[src/design/cbn_ram.sv]
module cbn_ram #(
  parameter int unsigned WIDTH = 17,
  parameter int unsigned DEPTH = 256
) (
  input  logic                     clk_i,
  input  logic                     we_i,
  input  logic [$clog2(DEPTH)-1:0] waddr_i,
  input  logic [WIDTH-1:0]         wdata_i,
  input  logic [$clog2(DEPTH)-1:0] raddr_i,
  output logic [WIDTH-1:0]         rdata_o
);

  logic [WIDTH-1:0] mem [DEPTH];
  logic [WIDTH-1:0] rdata_q;

  always_ff @(posedge clk_i) begin
    if (we_i) begin
      mem[waddr_i] <= wdata_i;
    end
    rdata_q <= mem[raddr_i];
  end

  assign rdata_o = rdata_q;

endmodule

[config.mk]
export PLATFORM = sky130hd
export DESIGN_NAME = cbn_ram
export DESIGN_NICKNAME = d
export VERILOG_FILES = /design/src/design/cbn_ram.sv
export SDC_FILE = /design/constraint.sdc
export NUM_CORES = 2
export LEC_CHECK = 0
export BUFFER_PORTS_ARGS = -buffer_cell sky130_fd_sc_hd__buf_2
export CORE_ASPECT_RATIO = 0.9
export CORE_MARGIN = 1.5
export CORE_UTILIZATION = 45
export DETAILED_ROUTE_END_ITERATION = 8
export GPL_ROUTABILITY_DRIVEN = 0
export PLACE_DENSITY_LB_ADDON = 0.3
export SETUP_SLACK_MARGIN = 0.05
export SLEW_MARGIN = 30
export SYNTH_ARGS = -nofsm -noshare
export SYNTH_HDL_FRONTEND = slang
export SYNTH_MEMORY_MAX_BITS = 65536
export SYNTH_SLANG_ARGS = --single-unit
[constraint.sdc]
create_clock -name clk_i -period 3.9 [get_ports clk_i]
set_input_delay 0.975 -clock clk_i [delete_from_list [all_inputs] [get_ports clk_i]]
set_output_delay 0.975 -clock clk_i [all_outputs]
set_load 0.02 [all_outputs]
==> parameters.txt <==
Parameter                              Value

Placement
  Placement-stage worst setup slack ... -0.4267 ns
  Placement Cell Area ... 0.1828 mm2
  Half-perimeter wire length of the detailed placement result ... 292.1 mm
  PortBufs ... 51
  Number of cells in the design after placement ... around 13000

Synthesis
  Netlist area before placement ... between 0.15 and 0.2 mm2
  Primary FF master, synth ... edfxtp_1
  Biggest area consumer among synthesized cells ... edfxtp_1
  Avg Cell Area, Syn ... about 22 um2
  Top cells by area in the synthesized netlist ... edfxtp_1 (77%), mux4_2 (12%), mux2i_1 (3.0%), nor2_1 (0.74%), mux4_1 (0.71%)
  Sequential area share after synthesis ... about 77%
  Cell count after synthesis ... just under 8000
  Netlist cell types ... 74
  Yosys reg bits ... 4369
  Count of warnings emitted by yosys ... 0
  EDFF count, synth ... roughly 4400
  Most common cell in the netlist ... edfxtp_1
  Number of nets produced by synthesis ... a little under 8000
  Commonest cells post-synth ... edfxtp_1 (4352), mux4_2 (897), mux2i_1 (509)
  Fraction of registers with async set/reset ... 0%
  Area fraction of the dominant cell type after synthesis ... 77.01%

Routing
  DR vias ... 87188
  Number of DRC violations after detailed routing ... 0
  WL final ... between 400 and 500 mm
  Post-route antenna net violation count ... 0
  Total iterations of the first detailed-routing run ... 6
  Drt first-iter violations ... 12949
  DR WL/cell ... 33.11 um
  Via count normalized by instance count ... about 6.1

Flow run
  Max cap viols ... 0

GRT
  Maximum number of pins on one net before global-route repair ... 113
  Global-route congestion overflow total ... 0
  Antenna violations before repair ... 50
  Gr usage total ... between 20% and 30%
  Vias in the first global route ... 85374
  First-pass GRT wire length ... 657.2 mm

Final layout
  Combined flip-flop and latch cell area ... approximately 0.13 mm2
  Area added between synthesis and finish ... 15.90%
  Combined area of the multi-input logic cells ... 0.03555 mm2
  Final instance count without filler cells ... 14181
  Share of final-layout standard cells stronger than drive strength 1 ... 30.34%
  FILL cells ... 28666
  Design area ... ~0.20 mm2
  Total Nets Final ... 8894

Pwr
  Power after layout ... 98290 uW
  Worst-case vdd ir drop ... 0.0004402 V
  Static power due to leakage ... between 0.06 and 0.07 uW
  Power per Cell Area ... 499.7 mW/mm2

Timing
  Worst clock skew ... 0.06195 ns
  Final setup violation count ... 0
  Setup_tns ... 0 ns
  Crit path setup slack, layout ... 0.4329 ns
  Hold Violations, Final ... 0
  Final period utilization ... 88.90%
  Transition time at the pin with the least slew margin ... 1.105 ns
  Setup repair after global routing missed its margin ... no
  Highest clock rate ... 0.2884 GHz
  Min cycle time layout ... 3.467 ns
  Slew Limit Headroom ... 26.30%
  Slew Viols, Final ... 0

Setup path
  Required time at the endpoint of the critical path ... between 4 and 5 ns
  Critical Path Fanout Max ... 17
  Ordered cell list for the critical path ... buf_12, buf_12, buf_4, mux2i_1, o22ai_1, o22ai_1, or3b_1, nor4_2, buf_4, nand4_1, buf_4, a311oi_1
  Most numerous cell on the critical path ... buf_4
  Kind of capture point of the worst setup path ... flip-flop
  Worst Path Class, Setup ... in2reg
  Standard cell with the maximum stage delay on the critical path ... nor4_2
  Setup crit start kind ... input port
  Critical path launch point ... raddr_i[0]
  Worst flop-to-flop path startpoint ... mem[99][4]
  Number of cells on the worst reg-to-reg path ... 11
  Worst endpoint data arrival time ... 4.37 ns
  Delay contributed by the slowest stage of the critical path ... ~0.52 ns

Clock network
  Root Buffer Master ... clkbuf_16
  Clk buf depth ... 4
  Clock H-tree levels ... 5
  Latest clock arrival within the worst-skew pair ... 1.02 ns
  Clock transition at the registers of the reported paths ... roughly 0.060 ns
  Number of clock sinks ... approximately 4400
  Count of instances resized after the clock tree is built ... 0
  Setup Fix Bufs, Post-CTS ... 0
  CTS buffer count ... 431
  Clock tree from TritonCTS ... done
  Hold-fix buffer count after cts ... 0

Hold path
  Hold Path Stages ... 1
  Class of the worst hold path ... in2reg
  Worst hold path startpoint ... wdata_i[12]

Floorplan
  Core footprint ... 0.3747 mm2
  Starting density of the core ... 45.29%
  Vertical die dimension ... 585.6 um
  Standard-cell row count ... 213
  Floorplan die width ... 650.3 um
  Number of I/O pins ... 52
  Floorplan die area ... 0.3808 mm2

Run status
  Result of the run ... complete, no violations
==> critical path, delay by kind of cell <==
kind,cells,cell delay [ns]
buffers and inverters,5,1.26
AND/OR/NAND/NOR,3,1.06
AO/OA/AOI/OAI,3,0.79
multiplexers,1,0.12
==> cell type report <==
type                    instances  area share, %
flip-flops and latches       4369          66.62
multi-input cells            2957          18.07
clock buffers                 547          5.752
repair buffers               1095          5.132
well taps                    4945          3.146
clock inverters               249          1.249
diodes                         14        0.01781
inverters                       5        0.01654
==> per-layer routing <==
metal	wire length, um	GRT usage [%]	vias to the layer above
met1	187700	35.51	46377
met5	233	0.3001	-
met4	17150	7.294	12
met2	213700	37.18	4911
li1	-	-	35130
met3	50700	4.958	758
==> metrics by stage <==
step | util (%) | hold WS (ns)
6_report | 52.49 | 0.3884
5_1_grt | 52.48 | 0.3475
4_1_cts | 52.47 | 0.3225
3_5_place_dp | 48.79 | 1.133
3_3_place_gp | 48.78 | 1.123
2_1_floorplan | - | 0.8673
==> final timing paths <==
kind / to / slack (ns)
worst max-delay path: rdata_o[4] / 0.43
worst min register to register: rdata_o[15] / 1.13
worst max register to register: rdata_o[4] / 1.06
worst min-delay path: mem[9][12] / 0.39
==> power breakdown <==
part | total [uW] | switching [uW] | leakage, uW | internal [uW]
sequential | 51900 | 114 | 0.0393 | 51800
clock | 40800 | 17800 | 0.00670 | 23000
combinational | 5630 | 3510 | 0.0176 | 2120
==> cells in the final DEF (no fill, tap or decap), types with 36 or more instances in the layout <==
master     instances
edfxtp_1        4352
buf_4            904
mux4_2           897
mux2i_1          509
clkbuf_16        433
nand2_1          215
o22ai_1          186
nor2_1           170
nor2_2           162
buf_12           139
o221ai_1         134
nor3_1           109
clkbuf_1         109
a21oi_1          108
clkinv_1          97
clkinv_2          76
nand3_1           56
mux4_1            46
o21ai_0           42
bufinv_16         36
==> sequential cells by signal, indices dropped and copies added (netlist names) <==
name     cells
mem       4352
rdata_o     17
==> cell families after synthesis <==
group / Yosys count / share of synthesized area, %
flip-flops: 4369 / 77.21
multiplexers: 1472 / 15.75
AND/OR/NAND/NOR: 836 / 2.190
AO/OA/AOI/OAI: 649 / 2.705
buffers and inverters: 471 / 2.145
Power figures use the tool's default switching activity.
